==> src/rtl/ole_pkg.sv <==
`timescale 1ns / 1ps
`default_nettype none

package ole_pkg;

	typedef enum logic [1:0] {
		ACT_INSERT = 2'd0,
		ACT_DELETE = 2'd1,
		ACT_SEARCH = 2'd2,
		ACT_NOP    = 2'd3
	} act_t;

	typedef enum logic [1:0] {
		ST_DONE  = 2'd0,
		ST_FULL  = 2'd1,
		ST_EMPTY = 2'd2
	} status_t;

	// What a registered read is for.
	typedef enum logic [1:0] {
		RK_UP  = 2'd0,
		RK_DN  = 2'd1,
		RK_CMP = 2'd2,
		RK_MID = 2'd3
	} rd_kind_t;

	typedef enum logic [2:0] {
		IDX_HOLD  = 3'd0,
		IDX_LAST  = 3'd1,
		IDX_AFTER = 3'd2,
		IDX_ZERO  = 3'd3,
		IDX_DEC   = 3'd4,
		IDX_INC   = 3'd5
	} idx_op_t;

	typedef enum logic [3:0] {
		S_IDLE,
		S_EXEC,
		S_INS_RD,
		S_INS_DRAIN,
		S_INS_PUT,
		S_DEL_RD,
		S_DEL_DRAIN,
		S_SRCH_RD,
		S_SRCH_DRAIN,
		S_MID,
		S_FIN
	} state_t;

	typedef struct packed {
		logic     load;
		logic     rd_en;
		rd_kind_t rd_kind;
		idx_op_t  idx_op;
		logic     put;
		logic     cnt_inc;
		logic     cnt_dec;
		logic     set_full;
		logic     set_empty;
		logic     out_load;
	} cmd_t;

	typedef struct packed {
		act_t act;
		logic full;
		logic empty;
		logic ins_tail;
		logic del_tail;
		logic idx_eq_at;
		logic idx_eq_last;
	} sts_t;

endpackage

`default_nettype wire

==> src/rtl/ole_datapath.sv <==
`timescale 1ns / 1ps
`default_nettype none

module ole_datapath
	import ole_pkg::*;
#(
	parameter int CAPACITY = 64
) (
	input  wire logic        clk,
	input  wire logic        arst_n,
	input  wire cmd_t        cmd,
	output sts_t             sts,
	input  wire logic [1:0]  action,
	input  wire logic [6:0]  position,
	input  wire logic [31:0] value,
	output logic             found,
	output logic [6:0]       list_length,
	output logic [31:0]      middle_value,
	output logic             middle_valid,
	output logic [1:0]       status
);

	localparam int AW = (CAPACITY > 1) ? $clog2(CAPACITY) : 1;
	localparam int CW = $clog2(CAPACITY + 1);
	localparam int XW = (CW > 7) ? CW : 7;

	logic [31:0]   mem [CAPACITY];
	logic [31:0]   rdata_q;
	logic          rv_q;
	rd_kind_t      rkind_q;
	logic [AW-1:0] wa_q;

	act_t          act_q;
	logic [31:0]   key_q;
	logic [CW-1:0] at_q;
	logic [AW-1:0] idx_q;
	logic [CW-1:0] cnt_q;
	logic          found_q;
	logic [1:0]    status_q;

	logic [XW-1:0] pos_x;
	logic [XW-1:0] cnt_x;
	logic [XW-1:0] last_x;
	logic [XW-1:0] ins_at;
	logic [XW-1:0] del_at;
	logic [CW-1:0] cnt_m1;
	logic [AW-1:0] mid_addr;
	logic [AW-1:0] raddr;

	assign pos_x    = XW'(position);
	assign cnt_x    = XW'(cnt_q);
	assign last_x   = cnt_x - XW'(1);
	assign ins_at   = (pos_x < cnt_x) ? pos_x : cnt_x;
	assign del_at   = (pos_x < last_x) ? pos_x : last_x;
	assign cnt_m1   = cnt_q - CW'(1);
	assign mid_addr = AW'(cnt_m1 >> 1);
	assign raddr    = (cmd.rd_kind == RK_MID) ? mid_addr : idx_q;

	assign sts.act         = act_q;
	assign sts.full        = (cnt_q == CW'(CAPACITY));
	assign sts.empty       = (cnt_q == '0);
	assign sts.ins_tail    = (at_q == cnt_q);
	assign sts.del_tail    = (at_q == cnt_m1);
	assign sts.idx_eq_at   = (CW'(idx_q) == at_q);
	assign sts.idx_eq_last = (CW'(idx_q) == cnt_m1);

	// Entry store: one write and one registered read per cycle.
	always_ff @(posedge clk) begin
		if (cmd.rd_en) begin
			rdata_q <= mem[raddr];
		end
		if (rv_q && (rkind_q != RK_CMP)) begin
			mem[wa_q] <= rdata_q;
		end else if (cmd.put) begin
			mem[AW'(at_q)] <= key_q;
		end
	end

	always_ff @(posedge clk) begin
		if (cmd.rd_en) begin
			rkind_q <= cmd.rd_kind;
			wa_q    <= (cmd.rd_kind == RK_UP) ? (idx_q + AW'(1)) : (idx_q - AW'(1));
		end
		if (cmd.load) begin
			key_q <= value;
			at_q  <= (act_t'(action) == ACT_DELETE) ? CW'(del_at) : CW'(ins_at);
		end
		case (cmd.idx_op)
			IDX_LAST:  idx_q <= AW'(cnt_m1);
			IDX_AFTER: idx_q <= AW'(at_q + CW'(1));
			IDX_ZERO:  idx_q <= '0;
			IDX_DEC:   idx_q <= idx_q - AW'(1);
			IDX_INC:   idx_q <= idx_q + AW'(1);
			default:   idx_q <= idx_q;
		endcase
		if (cmd.out_load) begin
			found        <= found_q;
			list_length  <= cnt_x[6:0];
			middle_value <= sts.empty ? '0 : rdata_q;
			middle_valid <= !sts.empty;
			status       <= status_q;
		end
	end

	always_ff @(posedge clk or negedge arst_n) begin
		if (!arst_n) begin
			rv_q     <= 1'b0;
			act_q    <= ACT_NOP;
			cnt_q    <= '0;
			found_q  <= 1'b0;
			status_q <= ST_DONE;
		end else begin
			rv_q <= cmd.rd_en && (cmd.rd_kind != RK_MID);
			if (cmd.load) begin
				act_q    <= act_t'(action);
				found_q  <= 1'b0;
				status_q <= ST_DONE;
			end else if (rv_q && (rkind_q == RK_CMP) && (rdata_q == key_q)) begin
				found_q <= 1'b1;
			end
			if (cmd.set_full) begin
				status_q <= ST_FULL;
			end else if (cmd.set_empty) begin
				status_q <= ST_EMPTY;
			end
			if (cmd.cnt_inc) begin
				cnt_q <= cnt_q + CW'(1);
			end else if (cmd.cnt_dec) begin
				cnt_q <= cnt_m1;
			end
		end
	end

endmodule

`default_nettype wire

==> src/rtl/ole_controller.sv <==
`timescale 1ns / 1ps
`default_nettype none

module ole_controller
	import ole_pkg::*;
(
	input  wire logic clk,
	input  wire logic arst_n,
	input  wire logic req_valid,
	output logic      req_stall,
	output logic      rsp_valid,
	input  wire logic rsp_stall,
	input  wire sts_t sts,
	output cmd_t      cmd
);

	state_t state_q;
	state_t state_nxt;
	logic   out_busy;

	assign out_busy  = rsp_valid && rsp_stall;
	assign req_stall = (state_q != S_IDLE);

	always_comb begin
		state_nxt = state_q;
		case (state_q)
			S_IDLE: begin
				if (req_valid) state_nxt = S_EXEC;
			end
			S_EXEC: begin
				case (sts.act)
					ACT_INSERT: begin
						if (sts.full || sts.ins_tail) state_nxt = S_MID;
						else state_nxt = S_INS_RD;
					end
					ACT_DELETE: begin
						if (sts.empty || sts.del_tail) state_nxt = S_MID;
						else state_nxt = S_DEL_RD;
					end
					ACT_SEARCH: begin
						if (sts.empty) state_nxt = S_MID;
						else state_nxt = S_SRCH_RD;
					end
					default: state_nxt = S_MID;
				endcase
			end
			S_INS_RD: begin
				if (sts.idx_eq_at) state_nxt = S_INS_DRAIN;
			end
			S_INS_DRAIN:  state_nxt = S_INS_PUT;
			S_INS_PUT:    state_nxt = S_MID;
			S_DEL_RD: begin
				if (sts.idx_eq_last) state_nxt = S_DEL_DRAIN;
			end
			S_DEL_DRAIN:  state_nxt = S_MID;
			S_SRCH_RD: begin
				if (sts.idx_eq_last) state_nxt = S_SRCH_DRAIN;
			end
			S_SRCH_DRAIN: state_nxt = S_MID;
			S_MID:        state_nxt = S_FIN;
			S_FIN: begin
				if (!out_busy) state_nxt = S_IDLE;
			end
			default:      state_nxt = S_IDLE;
		endcase
	end

	always_comb begin
		cmd         = '0;
		cmd.rd_kind = RK_MID;
		cmd.idx_op  = IDX_HOLD;
		case (state_q)
			S_IDLE: begin
				cmd.load = req_valid;
			end
			S_EXEC: begin
				case (sts.act)
					ACT_INSERT: begin
						if (sts.full) begin
							cmd.set_full = 1'b1;
						end else if (sts.ins_tail) begin
							cmd.put     = 1'b1;
							cmd.cnt_inc = 1'b1;
						end else begin
							cmd.idx_op = IDX_LAST;
						end
					end
					ACT_DELETE: begin
						if (sts.empty) begin
							cmd.set_empty = 1'b1;
						end else if (sts.del_tail) begin
							cmd.cnt_dec = 1'b1;
						end else begin
							cmd.idx_op = IDX_AFTER;
						end
					end
					ACT_SEARCH: begin
						if (!sts.empty) cmd.idx_op = IDX_ZERO;
					end
					default: ;
				endcase
			end
			S_INS_RD: begin
				cmd.rd_en   = 1'b1;
				cmd.rd_kind = RK_UP;
				if (!sts.idx_eq_at) cmd.idx_op = IDX_DEC;
			end
			S_INS_PUT: begin
				cmd.put     = 1'b1;
				cmd.cnt_inc = 1'b1;
			end
			S_DEL_RD: begin
				cmd.rd_en   = 1'b1;
				cmd.rd_kind = RK_DN;
				if (!sts.idx_eq_last) cmd.idx_op = IDX_INC;
			end
			S_DEL_DRAIN: begin
				cmd.cnt_dec = 1'b1;
			end
			S_SRCH_RD: begin
				cmd.rd_en   = 1'b1;
				cmd.rd_kind = RK_CMP;
				if (!sts.idx_eq_last) cmd.idx_op = IDX_INC;
			end
			S_MID: begin
				cmd.rd_en = !sts.empty;
			end
			S_FIN: begin
				cmd.out_load = !out_busy;
			end
			default: ;
		endcase
	end

	always_ff @(posedge clk or negedge arst_n) begin
		if (!arst_n) begin
			state_q   <= S_IDLE;
			rsp_valid <= 1'b0;
		end else begin
			state_q <= state_nxt;
			if (cmd.out_load) begin
				rsp_valid <= 1'b1;
			end else if (!rsp_stall) begin
				rsp_valid <= 1'b0;
			end
		end
	end

endmodule

`default_nettype wire

==> src/rtl/ordered_list_engine_top.sv <==
// Ordered list engine: a bounded list of signed 32-bit entries in list order.
// Request channel (req_valid / req_stall): action, position, value. Insert
// puts value at min(position, length); delete removes the entry at
// min(position, length-1); search reports whether any entry equals value.
// Response channel (rsp_valid / rsp_stall): found, list_length, middle_value
// (entry at (length-1)/2), middle_valid and status, one response per request.
// A request is taken only while the engine is idle; one request is in work
// at a time. The shift and search walk the entry store one entry per cycle
// through its single write port and single registered read port; that walk
// sets the rate. Inserts and deletes at the tail, full inserts, empty deletes,
// empty searches and no-ops skip the walk.
// The response sits in an output register, so the next request is accepted
// while it waits; a stalled response holds, and the engine waits only when a
// new response is ready and the old one is still stalled.
// Reset clears the length, the control state and rsp_valid; entry contents
// are not cleared and no clearing pass runs.
`timescale 1ns / 1ps
`default_nettype none

module ordered_list_engine_top
	import ole_pkg::*;
#(
	parameter int CAPACITY = 64
) (
	input  wire logic        clk,
	input  wire logic        arst_n,
	input  wire logic        req_valid,
	output logic             req_stall,
	input  wire logic [1:0]  action,
	input  wire logic [6:0]  position,
	input  wire logic [31:0] value,
	output logic             rsp_valid,
	input  wire logic        rsp_stall,
	output logic             found,
	output logic [6:0]       list_length,
	output logic [31:0]      middle_value,
	output logic             middle_valid,
	output logic [1:0]       status
);

	// Commands from the sequencer, status back from the datapath.
	cmd_t cmd;
	sts_t sts;

	ole_controller u_ctl (
		.clk       (clk),
		.arst_n    (arst_n),
		.req_valid (req_valid),
		.req_stall (req_stall),
		.rsp_valid (rsp_valid),
		.rsp_stall (rsp_stall),
		.sts       (sts),
		.cmd       (cmd)
	);

	// Entry store, length, index walk and the response register.
	ole_datapath #(
		.CAPACITY (CAPACITY)
	) u_dp (
		.clk          (clk),
		.arst_n       (arst_n),
		.cmd          (cmd),
		.sts          (sts),
		.action       (action),
		.position     (position),
		.value        (value),
		.found        (found),
		.list_length  (list_length),
		.middle_value (middle_value),
		.middle_valid (middle_valid),
		.status       (status)
	);

endmodule

`default_nettype wire

==> config.mk <==
export PLATFORM = sky130hd
export DESIGN_NAME = ordered_list_engine_top
export DESIGN_NICKNAME = d
export VERILOG_FILES = /design/src/rtl/ole_pkg.sv /design/src/rtl/ole_datapath.sv /design/src/rtl/ole_controller.sv /design/src/rtl/ordered_list_engine_top.sv
export SDC_FILE = /design/constraint.sdc
export NUM_CORES = 2
export LEC_CHECK = 0
export BUFFER_PORTS_ARGS = -buffer_cell sky130_fd_sc_hd__clkbuf_2
export CELL_PAD_IN_SITES_DETAIL_PLACEMENT = 1
export CELL_PAD_IN_SITES_GLOBAL_PLACEMENT = 1
export CORE_ASPECT_RATIO = 0.5
export CORE_UTILIZATION = 27
export DETAILED_ROUTE_END_ITERATION = 8
export HOLD_SLACK_MARGIN = 0.03
export MAX_ROUTING_LAYER = met4
export PLACE_DENSITY_LB_ADDON = 0.1
export SYNTH_ARGS = -nofsm -noshare
export SYNTH_HDL_FRONTEND = slang
export SYNTH_HIERARCHICAL = 1
export SYNTH_SLANG_ARGS = --single-unit
==> constraint.sdc <==
create_clock -name clk -period 6.1 [get_ports clk]
set_input_delay 0.61 -clock clk [delete_from_list [all_inputs] [get_ports clk]]
set_output_delay 0.61 -clock clk [all_outputs]
set_load 0.01 [all_outputs]
==> flow_summary_export.csv <==
group,metric,value,unit
placed_design,place_congestion,0.799,
floorplanning,initial_core_util,27.3,%
setup_path,crit_required,6.83,ns
setup_path,slowest_delay,0.92,ns
timing,rsz0062_at_grt,"no",
timing,post-route-min-period,5.74,ns
grt,grt_pass1_vias,56900,
floorplanning,fp.dieW,810,um
synthesis,yosys.area.top_type_share,74.1,%
synthesis,synth_top_family_by_area,"simple AND/OR/NAND/NOR gates",
clock_tree,numClockSinks,2194,
synthesis,ys_seq_area_share,74.6,%
synthesis,synth_enable_flop_cells,2176,
clock_tree,path_clk_slew,0.07,ns
route,post_drt_wl_per_cell,32.0,um
placed_design,hpwl,213000,um
min_path,hold_path.class,"input pin to flop",
synthesis,ys_top_cells_by_count,"edfxtp_1 (2176), nand2_1 (1480), nand3_1 (514)",
route,wl,347000,um
clock_tree,cts_post_setup_buffers_inserted,0,
timing,finalCritPeriodShare,94.1,%
timing,slew_viol_final,3,
job,maxCapViolCount,2,
synthesis,ys_types,88,
route,via_count,55900,
cells_and_area,nFillCells,33600,
clock_tree,clockRootBuffer,"clkbuf_16",
synthesis,synth_top_area_cell,"edfxtp_1",
floorplanning,coreArea,323000,um2
grt,antenna_found_initial,34,
cells_and_area,seq_area,65800,um2
placed_design,detailed_place.area,96900,um2
route,drt_iter0_markers,5587,
clock_tree,cts_htree_levels,4,
synthesis,synth.avg_cell_area,14.7,um2
timing,clock_skew,0.0628,ns
setup_path,start_kind,"flop",
cells_and_area,multi_input_area,21400,um2
floorplanning,rows,147,
status,outcome,"finished with violations",
synthesis,ys_ff_latch,2194,
placed_design,dp.cells,10400,
setup_path,path_common_cell,"a21o_1",
setup_path,cpMaxStageDelayCell,"and2_4",
synthesis,synth_xor_area_share,0.853,%
route,dr_wl_met3,18500,um
clock_tree,clockBufferDepth,4,
synthesis,synth.most_common_cell,"edfxtp_1",
clock_tree,cts_buffers,225,
cells_and_area,nets,6382,
synthesis,synth_mux_area_share,4.60,%
cells_and_area,stdcell_area,104000,um2
timing,setup_tns,0,ns
synthesis,synth_warnings,6,
timing,setup_viol,0,
route,routed.top_layer,"met4",
floorplanning,io_pins,90,
clock_tree,clock_latency,0.91,ns
synthesis,synth_ff_type,"edfxtp_1",
setup_path,critPathTopFamily,"compound AO/OA/AOI/OAI gates",
clock_tree,cts_tree,"yes",
min_path,hp-start,"rsp_stall",
setup_path,crit_start,"u_ctl/state_q[0]",
floorplanning,die_h,406,um
synthesis,yosys.area_share.simple,12.4,%
setup_path,cp_cell_sequence,"inv_1 -> nand3_1 -> a21o_1 -> a21o_1 -> and2_4 -> buf_12 -> buf_4 -> nand2_1 -> a311oi_1 -> a31oi_1 -> o211ai_1 -> o221ai_1 -> and4b_1",
route,drc,0,
floorplanning,die-area,329000,um2
timing,slew_headroom,-6.85,%
synthesis,synth-async-reset-ratio,0.820,%
setup_path,cp-end-kind,"flop",
setup_path,crit_type,"flop to flop",
route,wl_met2,154000,um
grt,grt_overflow,0,
route,ant_nets,0,
cells_and_area,areaGrowthSynthToFinish,18.0,%
grt,grtUsageTotal,21.3,%
synthesis,synth_cells,6003,
placed_design,port_buffers,89,
synthesis,synth_adder_area_share,0.295,%
timing,worstMarginPinSlew,1.59,ns
timing,final_hold_viol_count,0,
grt,grt_first_pass_wirelength,478000,um
setup_path,critPathMaxFanout,48,
setup_path,worst-endpoint-arrival,6.47,ns
synthesis,synth_compound_area_share,5.22,%
timing,fmax,174,MHz
route,routed_via_density,5.16,
grt,grt_max_degree,93,
synthesis,synthTopCellsByArea,"edfxtp_1 (74%), nand2_1 (6.3%), mux4_2 (4.2%), nand3_1 (2.9%), and3_1 (1.1%)",
synthesis,syn_area,88200,um2
route,firstDrtPassIters,5,
status,failed_checks,"capacitance limit, slew limit",
cells_and_area,stdcell_count,10800,
synthesis,synth_nets,6068,
route,routedLengthMet1,168000,um
cells_and_area,drive_above_1_share,16.1,%
setup_path,r2r-start,"u_ctl/state_q[0]",
setup_path,cp_num_buf_inv,3,
## cell usage in the layout (no fill, tap or decap), drive strengths merged, types with 19 or more instances in the layout
master | synthesis | final
o21ai | 44 | 44
inv | 21 | 22
mux4 | 164 | 164
a32oi | 60 | 60
nand2 | 1481 | 1481
edfxtp | 2176 | 2176
nand3 | 516 | 516
a21oi | 53 | 53
o31ai | 29 | 29
and2 | 38 | 38
a211oi | 19 | 19
a31oi | 152 | 152
nor3 | 46 | 46
ha | 20 | 20
nand4 | 22 | 22
o22ai | 71 | 71
a41oi | 25 | 25
nor2 | 120 | 120
buf | 189 | 348
mux2i | 31 | 31
clkinv | 0 | 113
dlygate4sd3 | 0 | 35
xor2 | 41 | 41
clkbuf | 196 | 366
xnor2 | 41 | 41
a311oi | 110 | 110
and3 | 160 | 160
## per-stage QoR
| stage | util, % | setup WS [ns] | hold WS (ns) |
|---|---|---|---|
| 2_1_floorplan | - | 1.64 | 0.314 |
| 3_3_place_gp | 30.0 | 0.0559 | 0.486 |
| 3_5_place_dp | 30.0 | 0.0733 | 0.472 |
| 4_1_cts | 32.2 | 0.0708 | 0.118 |
| 5_1_grt | 32.2 | 0.129 | 0.176 |
| 6_report | 32.2 | 0.359 | 0.174 |
## cell type report
type | count | area share (%)
clock inverter | 129 | 0.892
sequential | 2194 | 63.2
antenna | 13 | 0.0313
tap | 4321 | 5.19
clock buffer | 277 | 5.65
inverter | 21 | 0.0757
multi-input combinational | 3403 | 20.6
timing repair buffer | 472 | 4.38
## routing by layer
layer,track usage [%],vias up
li1,-,23600
met1,31.4,30500
met2,32.1,1482
met3,2.50,349
met4,3.75,0
met5,-,-
## worst min-delay path, delay by kind of cell
family                 cells  cell delay (ns)
AND/OR/NAND/NOR            2             0.26
buffers and inverters      1             0.12
## state kept, by name (all words and copies together), names as in the netlist, 2 cells and up
register           flops
u_ctl/state_q          4
u_dp/act_q             2
u_dp/at_q              7
u_dp/cnt_q             7
u_dp/idx_q             6
u_dp/key_q            32
u_dp/list_length       7
u_dp/mem            2048
u_dp/middle_value     32
u_dp/rdata_q          32
u_dp/rkind_q           2
u_dp/status            2
u_dp/status_q          2
u_dp/wa_q              6
## what timing repair did
action                                  CTS  global route
endpoints found under the setup margin    0             2
resized for setup                         0             2
hold buffers                             35             0
hold endpoints to repair                 50             0
## kinds of logic (layout without fill, tap and decap cells)
group / after synthesis / after routing
buffers and inverters: 406 / 899
flip-flops: 2194 / 2194
AO/OA/AOI/OAI: 632 / 632
adder cells (fa/ha/maj): 21 / 21
multiplexers: 199 / 199
AND/OR/NAND/NOR: 2469 / 2469
other: 0 / 13
XOR/XNOR: 82 / 82
## final timing paths
| kind | end | slack, ns | cells after the start |
|---|---|---|---|
| setup / recovery | u_dp/rdata_q[0] | 0.36 | 13 |
| hold / removal | u_ctl/rsp_valid | 0.17 | 3 |
| setup reg to reg | u_dp/rdata_q[0] | 0.36 | 13 |
| hold reg to reg | u_dp/status[0] | 0.47 | 0 |
| max in group asynchronous | u_ctl/state_q[3] | 5.40 | 2 |
| min in group asynchronous | u_dp/found_q | 0.29 | 2 |
Power is left out: the tool's default activity adds up to more than one toggle a clock period on the data nets, which glitch-free logic cannot reach.
